--- src/hw/rtl/sha_pkg.sv ---
`timescale 1ns / 1ps
package sha_pkg;

  localparam int unsigned BlockBytes = 64;
  localparam int unsigned Rounds = 64;

  typedef logic [31:0] word_t;

  typedef enum logic [0:0] {
    CMD_ABSORB = 1'b0,
    CMD_FINISH = 1'b1
  } cmd_t;

  // Queue entry between the byte front end and the compression engine.
  typedef struct packed {
    cmd_t       command;
    logic [7:0] data_byte;
  } req_t;

  function automatic word_t round_k(input logic [5:0] t);
    word_t k;
    begin
      unique case (t)
        6'd0: k = 32'h428a2f98;  6'd1: k = 32'h71374491;
        6'd2: k = 32'hb5c0fbcf;  6'd3: k = 32'he9b5dba5;
        6'd4: k = 32'h3956c25b;  6'd5: k = 32'h59f111f1;
        6'd6: k = 32'h923f82a4;  6'd7: k = 32'hab1c5ed5;
        6'd8: k = 32'hd807aa98;  6'd9: k = 32'h12835b01;
        6'd10: k = 32'h243185be; 6'd11: k = 32'h550c7dc3;
        6'd12: k = 32'h72be5d74; 6'd13: k = 32'h80deb1fe;
        6'd14: k = 32'h9bdc06a7; 6'd15: k = 32'hc19bf174;
        6'd16: k = 32'he49b69c1; 6'd17: k = 32'hefbe4786;
        6'd18: k = 32'h0fc19dc6; 6'd19: k = 32'h240ca1cc;
        6'd20: k = 32'h2de92c6f; 6'd21: k = 32'h4a7484aa;
        6'd22: k = 32'h5cb0a9dc; 6'd23: k = 32'h76f988da;
        6'd24: k = 32'h983e5152; 6'd25: k = 32'ha831c66d;
        6'd26: k = 32'hb00327c8; 6'd27: k = 32'hbf597fc7;
        6'd28: k = 32'hc6e00bf3; 6'd29: k = 32'hd5a79147;
        6'd30: k = 32'h06ca6351; 6'd31: k = 32'h14292967;
        6'd32: k = 32'h27b70a85; 6'd33: k = 32'h2e1b2138;
        6'd34: k = 32'h4d2c6dfc; 6'd35: k = 32'h53380d13;
        6'd36: k = 32'h650a7354; 6'd37: k = 32'h766a0abb;
        6'd38: k = 32'h81c2c92e; 6'd39: k = 32'h92722c85;
        6'd40: k = 32'ha2bfe8a1; 6'd41: k = 32'ha81a664b;
        6'd42: k = 32'hc24b8b70; 6'd43: k = 32'hc76c51a3;
        6'd44: k = 32'hd192e819; 6'd45: k = 32'hd6990624;
        6'd46: k = 32'hf40e3585; 6'd47: k = 32'h106aa070;
        6'd48: k = 32'h19a4c116; 6'd49: k = 32'h1e376c08;
        6'd50: k = 32'h2748774c; 6'd51: k = 32'h34b0bcb5;
        6'd52: k = 32'h391c0cb3; 6'd53: k = 32'h4ed8aa4a;
        6'd54: k = 32'h5b9cca4f; 6'd55: k = 32'h682e6ff3;
        6'd56: k = 32'h748f82ee; 6'd57: k = 32'h78a5636f;
        6'd58: k = 32'h84c87814; 6'd59: k = 32'h8cc70208;
        6'd60: k = 32'h90befffa; 6'd61: k = 32'ha4506ceb;
        6'd62: k = 32'hbef9a3f7; default: k = 32'hc67178f2;
      endcase
      return k;
    end
  endfunction

  function automatic word_t init_hash(input logic [2:0] i);
    word_t h;
    begin
      unique case (i)
        3'd0: h = 32'h6a09e667;
        3'd1: h = 32'hbb67ae85;
        3'd2: h = 32'h3c6ef372;
        3'd3: h = 32'ha54ff53a;
        3'd4: h = 32'h510e527f;
        3'd5: h = 32'h9b05688c;
        3'd6: h = 32'h1f83d9ab;
        default: h = 32'h5be0cd19;
      endcase
      return h;
    end
  endfunction

  function automatic word_t rotr(input word_t x, input int unsigned n);
    return (x >> n) | (x << (32 - n));
  endfunction

endpackage

--- src/hw/rtl/sha_queue.sv ---
`timescale 1ns / 1ps
module sha_queue
  import sha_pkg::*;
(
  input  logic clk,
  input  logic rst,
  input  logic in_valid,
  output logic in_ready,
  input  req_t in_req,
  output logic out_valid,
  input  logic out_ready,
  output req_t out_req
);

  // two-entry queue
  req_t       slot [2];
  logic       wr_ptr;
  logic       rd_ptr;
  logic [1:0] count;
  logic       push;
  logic       pop;

  assign in_ready  = (count != 2'd2);
  assign out_valid = (count != 2'd0);
  assign out_req   = slot[rd_ptr];
  assign push      = in_valid && in_ready;
  assign pop       = out_valid && out_ready;

  always_ff @(posedge clk) begin
    if (push) begin
      slot[wr_ptr] <= in_req;
    end
    if (rst) begin
      wr_ptr <= 1'b0;
      rd_ptr <= 1'b0;
      count  <= 2'd0;
    end else begin
      if (push) begin
        wr_ptr <= ~wr_ptr;
      end
      if (pop) begin
        rd_ptr <= ~rd_ptr;
      end
      count <= count + {1'b0, push} - {1'b0, pop};
    end
  end

  assert property (@(posedge clk) disable iff (rst) count <= 2'd2)
    else $error("queue overflow");
  assert property (@(posedge clk) disable iff (rst) (count == 2'd0) |-> !pop)
    else $error("pop from empty queue");
  assert property (@(posedge clk) disable iff (rst)
    (push && !pop) |=> (count == $past(count) + 2'd1))
    else $error("count lost a push");

endmodule

--- src/hw/rtl/sha_engine.sv ---
`timescale 1ns / 1ps
module sha_engine
  import sha_pkg::*;
(
  input  logic        clk,
  input  logic        rst,
  input  logic        req_valid,
  output logic        req_ready,
  input  req_t        req,
  output logic        digest_valid,
  input  logic        digest_ready,
  output logic [31:0] digest_word,
  output logic [2:0]  word_index,
  output logic        last_word
);

  typedef enum logic [4:0] {
    S_IDLE  = 5'b00001,
    S_PAD   = 5'b00010,
    S_ROUND = 5'b00100,
    S_FOLD  = 5'b01000,
    S_EMIT  = 5'b10000
  } state_t;

  state_t      state;
  word_t       h [8];
  word_t       v [8];
  word_t       w [16];
  logic [5:0]  fill;
  logic [63:0] msg_bits;
  logic [5:0]  rnd;
  logic        final_blk;
  logic        pad_second;
  logic [2:0]  out_idx;

  word_t t1, t2, s0, s1, w_new, ew, aw;
  logic [1:0] bsel;
  logic [3:0] wsel;

  assign req_ready    = (state == S_IDLE);
  assign digest_valid = (state == S_EMIT);
  assign digest_word  = h[out_idx];
  assign word_index   = out_idx;
  assign last_word    = (out_idx == 3'd7);
  assign wsel         = fill[5:2];
  assign bsel         = fill[1:0];

  always_comb begin
    ew = v[4];
    aw = v[0];
    t1 = v[7] + (rotr(ew, 6) ^ rotr(ew, 11) ^ rotr(ew, 25)) +
         ((ew & v[5]) ^ (~ew & v[6])) + round_k(rnd) + w[0];
    t2 = (rotr(aw, 2) ^ rotr(aw, 13) ^ rotr(aw, 22)) +
         ((aw & v[1]) ^ (aw & v[2]) ^ (v[1] & v[2]));
    s0 = rotr(w[1], 7) ^ rotr(w[1], 18) ^ (w[1] >> 3);
    s1 = rotr(w[14], 17) ^ rotr(w[14], 19) ^ (w[14] >> 10);
    w_new = w[0] + s0 + w[9] + s1;
  end

  always_ff @(posedge clk) begin
    if (rst) begin
      state <= S_IDLE;
      fill <= '0;
      msg_bits <= '0;
      out_idx <= '0;
      final_blk <= 1'b0;
      pad_second <= 1'b0;
      rnd <= '0;
      for (int i = 0; i < 8; i++) h[i] <= init_hash(3'(i));
    end else begin
      unique case (state)
        S_IDLE: begin
          if (req_valid) begin
            if (req.command == CMD_ABSORB) begin
              w[wsel][8*(3-bsel) +: 8] <= req.data_byte;
              msg_bits <= msg_bits + 64'd8;
              fill <= fill + 6'd1;
              if (fill == 6'd63) begin
                state <= S_ROUND;
                final_blk <= 1'b0;
                rnd <= '0;
                for (int i = 0; i < 8; i++) v[i] <= h[i];
              end
            end else begin
              // pad byte, zero the rest of this word
              w[wsel] <= (w[wsel] & ~(32'hffffffff >> (8 * bsel))) |
                         (32'h80000000 >> (8 * bsel));
              fill <= {wsel + 4'd1, 2'b00};
              pad_second <= (fill >= 6'd56);
              if (wsel == 4'd15) begin
                // pad byte fills the block: compress it straight away
                final_blk <= 1'b0;
                state <= S_ROUND;
                rnd <= '0;
                for (int i = 0; i < 8; i++) v[i] <= h[i];
              end else begin
                state <= S_PAD;
              end
            end
          end
        end
        S_PAD: begin
          // one zero word a cycle, then the two length words at once
          if (fill[5:2] == 4'd14 && !pad_second) begin
            w[14] <= msg_bits[63:32];
            w[15] <= msg_bits[31:0];
            final_blk <= 1'b1;
            state <= S_ROUND;
            rnd <= '0;
            for (int i = 0; i < 8; i++) v[i] <= h[i];
          end else begin
            w[wsel] <= '0;
            fill <= fill + 6'd4;
            if (wsel == 4'd15) begin
              final_blk <= 1'b0;
              state <= S_ROUND;
              rnd <= '0;
              for (int i = 0; i < 8; i++) v[i] <= h[i];
            end
          end
        end
        S_ROUND: begin
          for (int i = 0; i < 15; i++) w[i] <= w[i+1];
          w[15] <= w_new;
          v[0] <= t1 + t2;
          v[1] <= v[0];
          v[2] <= v[1];
          v[3] <= v[2];
          v[4] <= v[3] + t1;
          v[5] <= v[4];
          v[6] <= v[5];
          v[7] <= v[6];
          rnd <= rnd + 6'd1;
          if (rnd == 6'd63) begin
            state <= S_FOLD;
          end
        end
        S_FOLD: begin
          for (int i = 0; i < 8; i++) h[i] <= h[i] + v[i];
          if (final_blk) begin
            state <= S_EMIT;
            out_idx <= '0;
          end else if (pad_second) begin
            pad_second <= 1'b0;
            fill <= '0;
            state <= S_PAD;
          end else begin
            state <= S_IDLE;
          end
        end
        S_EMIT: begin
          if (digest_ready) begin
            out_idx <= out_idx + 3'd1;
            if (out_idx == 3'd7) begin
              state <= S_IDLE;
              fill <= '0;
              msg_bits <= '0;
              for (int i = 0; i < 8; i++) h[i] <= init_hash(3'(i));
            end
          end
        end
        default: state <= S_IDLE;
      endcase
    end
  end

  assert property (@(posedge clk) disable iff (rst)
    (state == S_ROUND && rnd == 6'd63) |=> (state == S_FOLD))
    else $error("round count slipped");
  assert property (@(posedge clk) disable iff (rst)
    (digest_valid && digest_ready && last_word) |=> (fill == 6'd0 && msg_bits == 64'd0))
    else $error("not reinitialised after digest");
  assert property (@(posedge clk) disable iff (rst)
    (digest_valid && !digest_ready) |=> (digest_valid && $stable(out_idx)))
    else $error("digest word dropped");

endmodule

--- src/hw/rtl/sha256_byte_stream_hasher.sv ---
`timescale 1ns / 1ps
// SHA-256 over a byte stream. Requests pass a two-entry queue to a
// compression engine that runs one round per cycle. An absorb stores its
// byte; every 64th byte starts the 64 rounds and the fold, during which the
// engine takes no request. A finish stores the pad byte, zero words and the
// length, runs one or two compressions, then offers the eight digest words
// one per cycle while out_ready is high, word 0 first, then starts afresh.
module sha256_byte_stream_hasher
  import sha_pkg::*;
(
  input  logic        clk,
  input  logic        rst,
  input  logic        in_valid,
  output logic        in_ready,
  input  logic        command,
  input  logic [7:0]  data_byte,
  output logic        out_valid,
  input  logic        out_ready,
  output logic [31:0] digest_word,
  output logic [2:0]  word_index,
  output logic        last_word
);

  req_t in_req;
  req_t q_req;
  logic q_valid;
  logic q_ready;

  assign in_req.command   = cmd_t'(command);
  assign in_req.data_byte = data_byte;

  sha_queue u_queue (
    .clk(clk), .rst(rst),
    .in_valid(in_valid), .in_ready(in_ready), .in_req(in_req),
    .out_valid(q_valid), .out_ready(q_ready), .out_req(q_req)
  );

  sha_engine u_engine (
    .clk(clk), .rst(rst),
    .req_valid(q_valid), .req_ready(q_ready), .req(q_req),
    .digest_valid(out_valid), .digest_ready(out_ready),
    .digest_word(digest_word), .word_index(word_index), .last_word(last_word)
  );

endmodule

--- config.mk ---
export PLATFORM = sky130hd
export DESIGN_NAME = sha256_byte_stream_hasher
export DESIGN_NICKNAME = d
export VERILOG_FILES = /design/src/hw/rtl/sha_pkg.sv /design/src/hw/rtl/sha_queue.sv /design/src/hw/rtl/sha_engine.sv /design/src/hw/rtl/sha256_byte_stream_hasher.sv
export SDC_FILE = /design/constraint.sdc
export NUM_CORES = 2
export LEC_CHECK = 0
export BUFFER_PORTS_ARGS = -buffer_cell sky130_fd_sc_hd__buf_2
export CORE_MARGIN = 5
export CORE_UTILIZATION = 45
export CTS_CLUSTER_DIAMETER = 50
export DETAILED_ROUTE_END_ITERATION = 16
export GPL_TIMING_DRIVEN = 0
export HOLD_SLACK_MARGIN = 0.12
export PLACE_DENSITY_LB_ADDON = 0.25
export SKIP_LAST_GASP = 1
export SLEW_MARGIN = 20
export SYNTH_ARGS = -nofsm -noshare
export SYNTH_HDL_FRONTEND = slang
export SYNTH_SLANG_ARGS = --single-unit
export TNS_END_PERCENT = 1
--- constraint.sdc ---
create_clock -name clk -period 25.2 [get_ports clk]
set_clock_uncertainty 0.15 [all_clocks]
set_input_delay 5.04 -clock clk [delete_from_list [all_inputs] [get_ports clk]]
set_output_delay 5.04 -clock clk [all_outputs]
set_load 0.05 [all_outputs]
==> out/metrics.csv <==
stage,metric,value,unit
outcome,outcome,"finished, final reports clean",
power,Clock Power Share,21.9,%
synth,ys flop type,edfxtp_1,
placed_design,GPL Wtd Cong,1.03,
clock_tree,clk slew on worst S/H paths,60,ps
clock_tree,Root Buffer,clkbuf_16,
die,die area,184000,um2
timing,final setup TNS,0,ps
power,Final Power,10.9,mW
detailed_routing,vias per cell,6.40,
timing,fin crit period,10380,ps
synth,cell area after synthesis,78800,um2
clock_tree,CTS tree,yes,
timing,Final setup viols,0,
power,Switching Fraction,44.3,%
finish,Final Cell Area,88400,um2
timing,period utilization,41.2,%
power,logic gate share of total power,56.4,%
clock_tree,H-tree levels,4,
detailed_routing,Final ANT Viol Nets,0,
die,Die Width,428,um
clock_tree,CTS buffer count,162,
timing,Fin. Hold Viols,0,
clock_tree,hold-fix buffers at CTS,0,
clock_tree,# resized after CTS,0,
die,core area,174000,um2
die,num rows,153,
clock_tree,postcts setup bufs,0,
synth,Mapped Cells,7781,
flow_run,# Max-Cap Violations,0,
clock_tree,clock buffer depth,3,
global_routing,total gr overflow,0,
finish,"commonest cells after routing, fill and taps aside","nand2_1 (1146), edfxtp_1 (914), a21o_1 (645)",
worst_hold_path,type of the tightest min-delay check,reg -> reg,
global_routing,first-pass GRT wire length,468000,um
clock_tree,Worst-Skew Late Latency,820,ps
synth,syn nets,8394,
global_routing,GRT Overall Usage,35.1,%
setup_path,slowest cell delay on critical path,700,ps
setup_path,Crit path arrival time,10720,ps
clock_tree,Sink Count,1169,
timing,Fmax,96.4,MHz
detailed_routing,1st-iter DRT viols,9273,
synth,Synth async-reset ratio,0,%
placed_design,PortBufs,50,
finish,P&R area growth vs syn,12.2,%
timing,Slew Limit Fails,0,
power,Sequential Power Share,21.7,%
setup_path,crit end category,register,
setup_path,kind of critical path,reg -> reg,
power,Leak,37.4,nW
power,worst vdd ir,142,uV
detailed_routing,number of detailed-route iterations in the first pass,7,
global_routing,vias in the first global route,64000,
placed_design,DP Area,82900,um2
setup_path,slowest library cell on the worst path,clkbuf_1,
die,Die H,428,um
synth,Avg Inst Size Synth,10.1,um2
placed_design,dpl hpwl,264000,um
finish,Fill cells,15700,
synth,#FFs+latches synth,1169,
power,Switch Pwr,4.83,mW
synth,number of flops mapped to enable cells by yosys,914,
detailed_routing,Routed Wire Length,335000,um
global_routing,initial antenna violation count,11,
die,Initial Utilization,45.3,%
detailed_routing,Vias,67300,
power,PD cells,123,nW/um2
synth,Cell variety after synth,104,
finish,fraction of layout cells with a size suffix above 1,9.44,%
timing,Least-Margin Pin Slew,1320,ps
timing,RSZ-0062 raised after global routing,no,
synth,Yosys warning count,0,
finish,Layout Nets,8667,
setup_path,"Max FO, Critical Path",5,
synth,"Seq/Total Area, Yosys",41.3,%
finish,"most common cell after layout, fill and taps aside",nand2_1,
detailed_routing,drt wl/cell,31.8,um
detailed_routing,DRC violations left,0,
die,# IOs,51,
setup_path,Startpoint Class,register,
timing,relative slew slack,12.0,%
setup_path,data required time of the worst path,25540,ps
power,Internal,6.07,mW
global_routing,largest net degree at the start of global routing,26,
registers in the layout (all words and copies together) (netlist names), named ones only:
signal               count
u_engine.final_blk       1
u_queue.count            2
u_engine.word_index      3
u_engine.rnd             6
u_engine.state           5
u_engine.msg_bits       61
u_queue.wr_ptr           1
u_engine.h             256
u_engine.pad_second      1
u_queue.slot            18
u_queue.rd_ptr           1
u_engine.fill            6
u_engine.w             512
u_engine.v             256
kinds of logic after synthesis:
| kind of cell | Yosys count | share of synthesized area, % |
|---|---|---|
| and+or+nand+nor | 2144 | 12.0 |
| AOI/OAI and AO/OA | 2123 | 17.8 |
| DFF | 1169 | 41.3 |
| buffers and inverters | 840 | 4.16 |
| adders and majority gates | 622 | 11.7 |
| xor gates and xnor gates | 609 | 6.79 |
| muxes | 274 | 6.30 |
worst max-delay path, delay by kind of cell, from the launching register on:
kind | cells | cell delay (ps)
AOI/OAI and AO/OA | 13 | 3380
adders and majority gates | 6 | 2810
DFF | 1 | 370
muxes | 1 | 320
xor gates and xnor gates | 2 | 830
and+or+nand+nor | 6 | 1320
buffers and inverters | 4 | 880
cell type report:
type / count / area (um2) / area share, %
multi-input cells: 5772 / 43000 / 48.7
plain buffers: 427 / 1770 / 2.00
diodes: 4 / 10.0 / 0.0113
clock inverters: 97 / 1120 / 1.27
clock buffers: 200 / 4370 / 4.94
flip-flops and latches: 1169 / 32600 / 36.8
inverters: 413 / 1550 / 1.75
repair buffers: 109 / 1090 / 1.23
well taps: 2325 / 2910 / 3.29
cells in the mapped netlist (105+ instances only):
cell      count  area (um2)
nor3_1      105         526
dfxtp_1     255        5100
mux4_2      171        3850
ha_1        405        5070
xnor2_1     340        2980
edfxtp_1    914       27400
fa_1        195        3900
nand3_1     113         566
nand2_1    1146        4300
a21o_1      645        4840
a21oi_1     454        2270
nor2_1      433        1630
xor2_1      268        2350
o21ai_0     430        2150
inv_1       411        1540
clkbuf_1    318        1190
worst paths after layout:
| kind | from | endpoint | cells past startpoint | slack (ps) |
|---|---|---|---|---|
| setup / recovery | u_engine.v[0][130]$_DFFE_PP_ | u_engine.v[0][30]$_DFFE_PP_ | 32 | 14830 |
| hold / removal | u_engine.h[6][29]$_SDFFE_PP0P_ | u_engine.h[6][29]$_SDFFE_PP0P_ | 2 | 350 |
| hold reg to reg | u_engine.h[6][29]$_SDFFE_PP0P_ | u_engine.h[6][29]$_SDFFE_PP0P_ | 2 | 350 |
| setup reg to reg | u_engine.v[0][130]$_DFFE_PP_ | u_engine.v[0][30]$_DFFE_PP_ | 32 | 14830 |
per-stage QoR:
stage	setup WS [ps]	instances	hold slack, ps	utilization [%]
detailed placement	14860	10200	342	47.6
finish	14830	10500	348	50.8
global placement	6820	10200	333	47.1
global route	14600	10500	381	50.8
CTS	15080	10500	349	50.8
floorplan	11950	7781	307	-
power groups by stage:
stage / logic, mW / clock network [mW] / registers (mW)
3_5_place_dp: 5.94 / 0 / 2.40
2_1_floorplan: 4.28 / 0 / 2.35
4_1_cts: 5.98 / 2.39 / 2.36
3_3_place_gp: 5.85 / 0 / 2.41
5_1_grt: 6.63 / 2.48 / 2.37
6_report: 6.15 / 2.39 / 2.37
layer usage:
metal  track usage, %  part of all wire (%)  vias to the layer above  wire [um]
li1                 -                     -                    28600          -
met1             47.9                    40                    33400     133000
met2             51.8                    42                     4449     141000
met3             8.93                    12                      831      40000
met4             17.8                   6.1                       10      20400
met5                0                 0.022                        -         75
(Power assumes the default switching activity.)
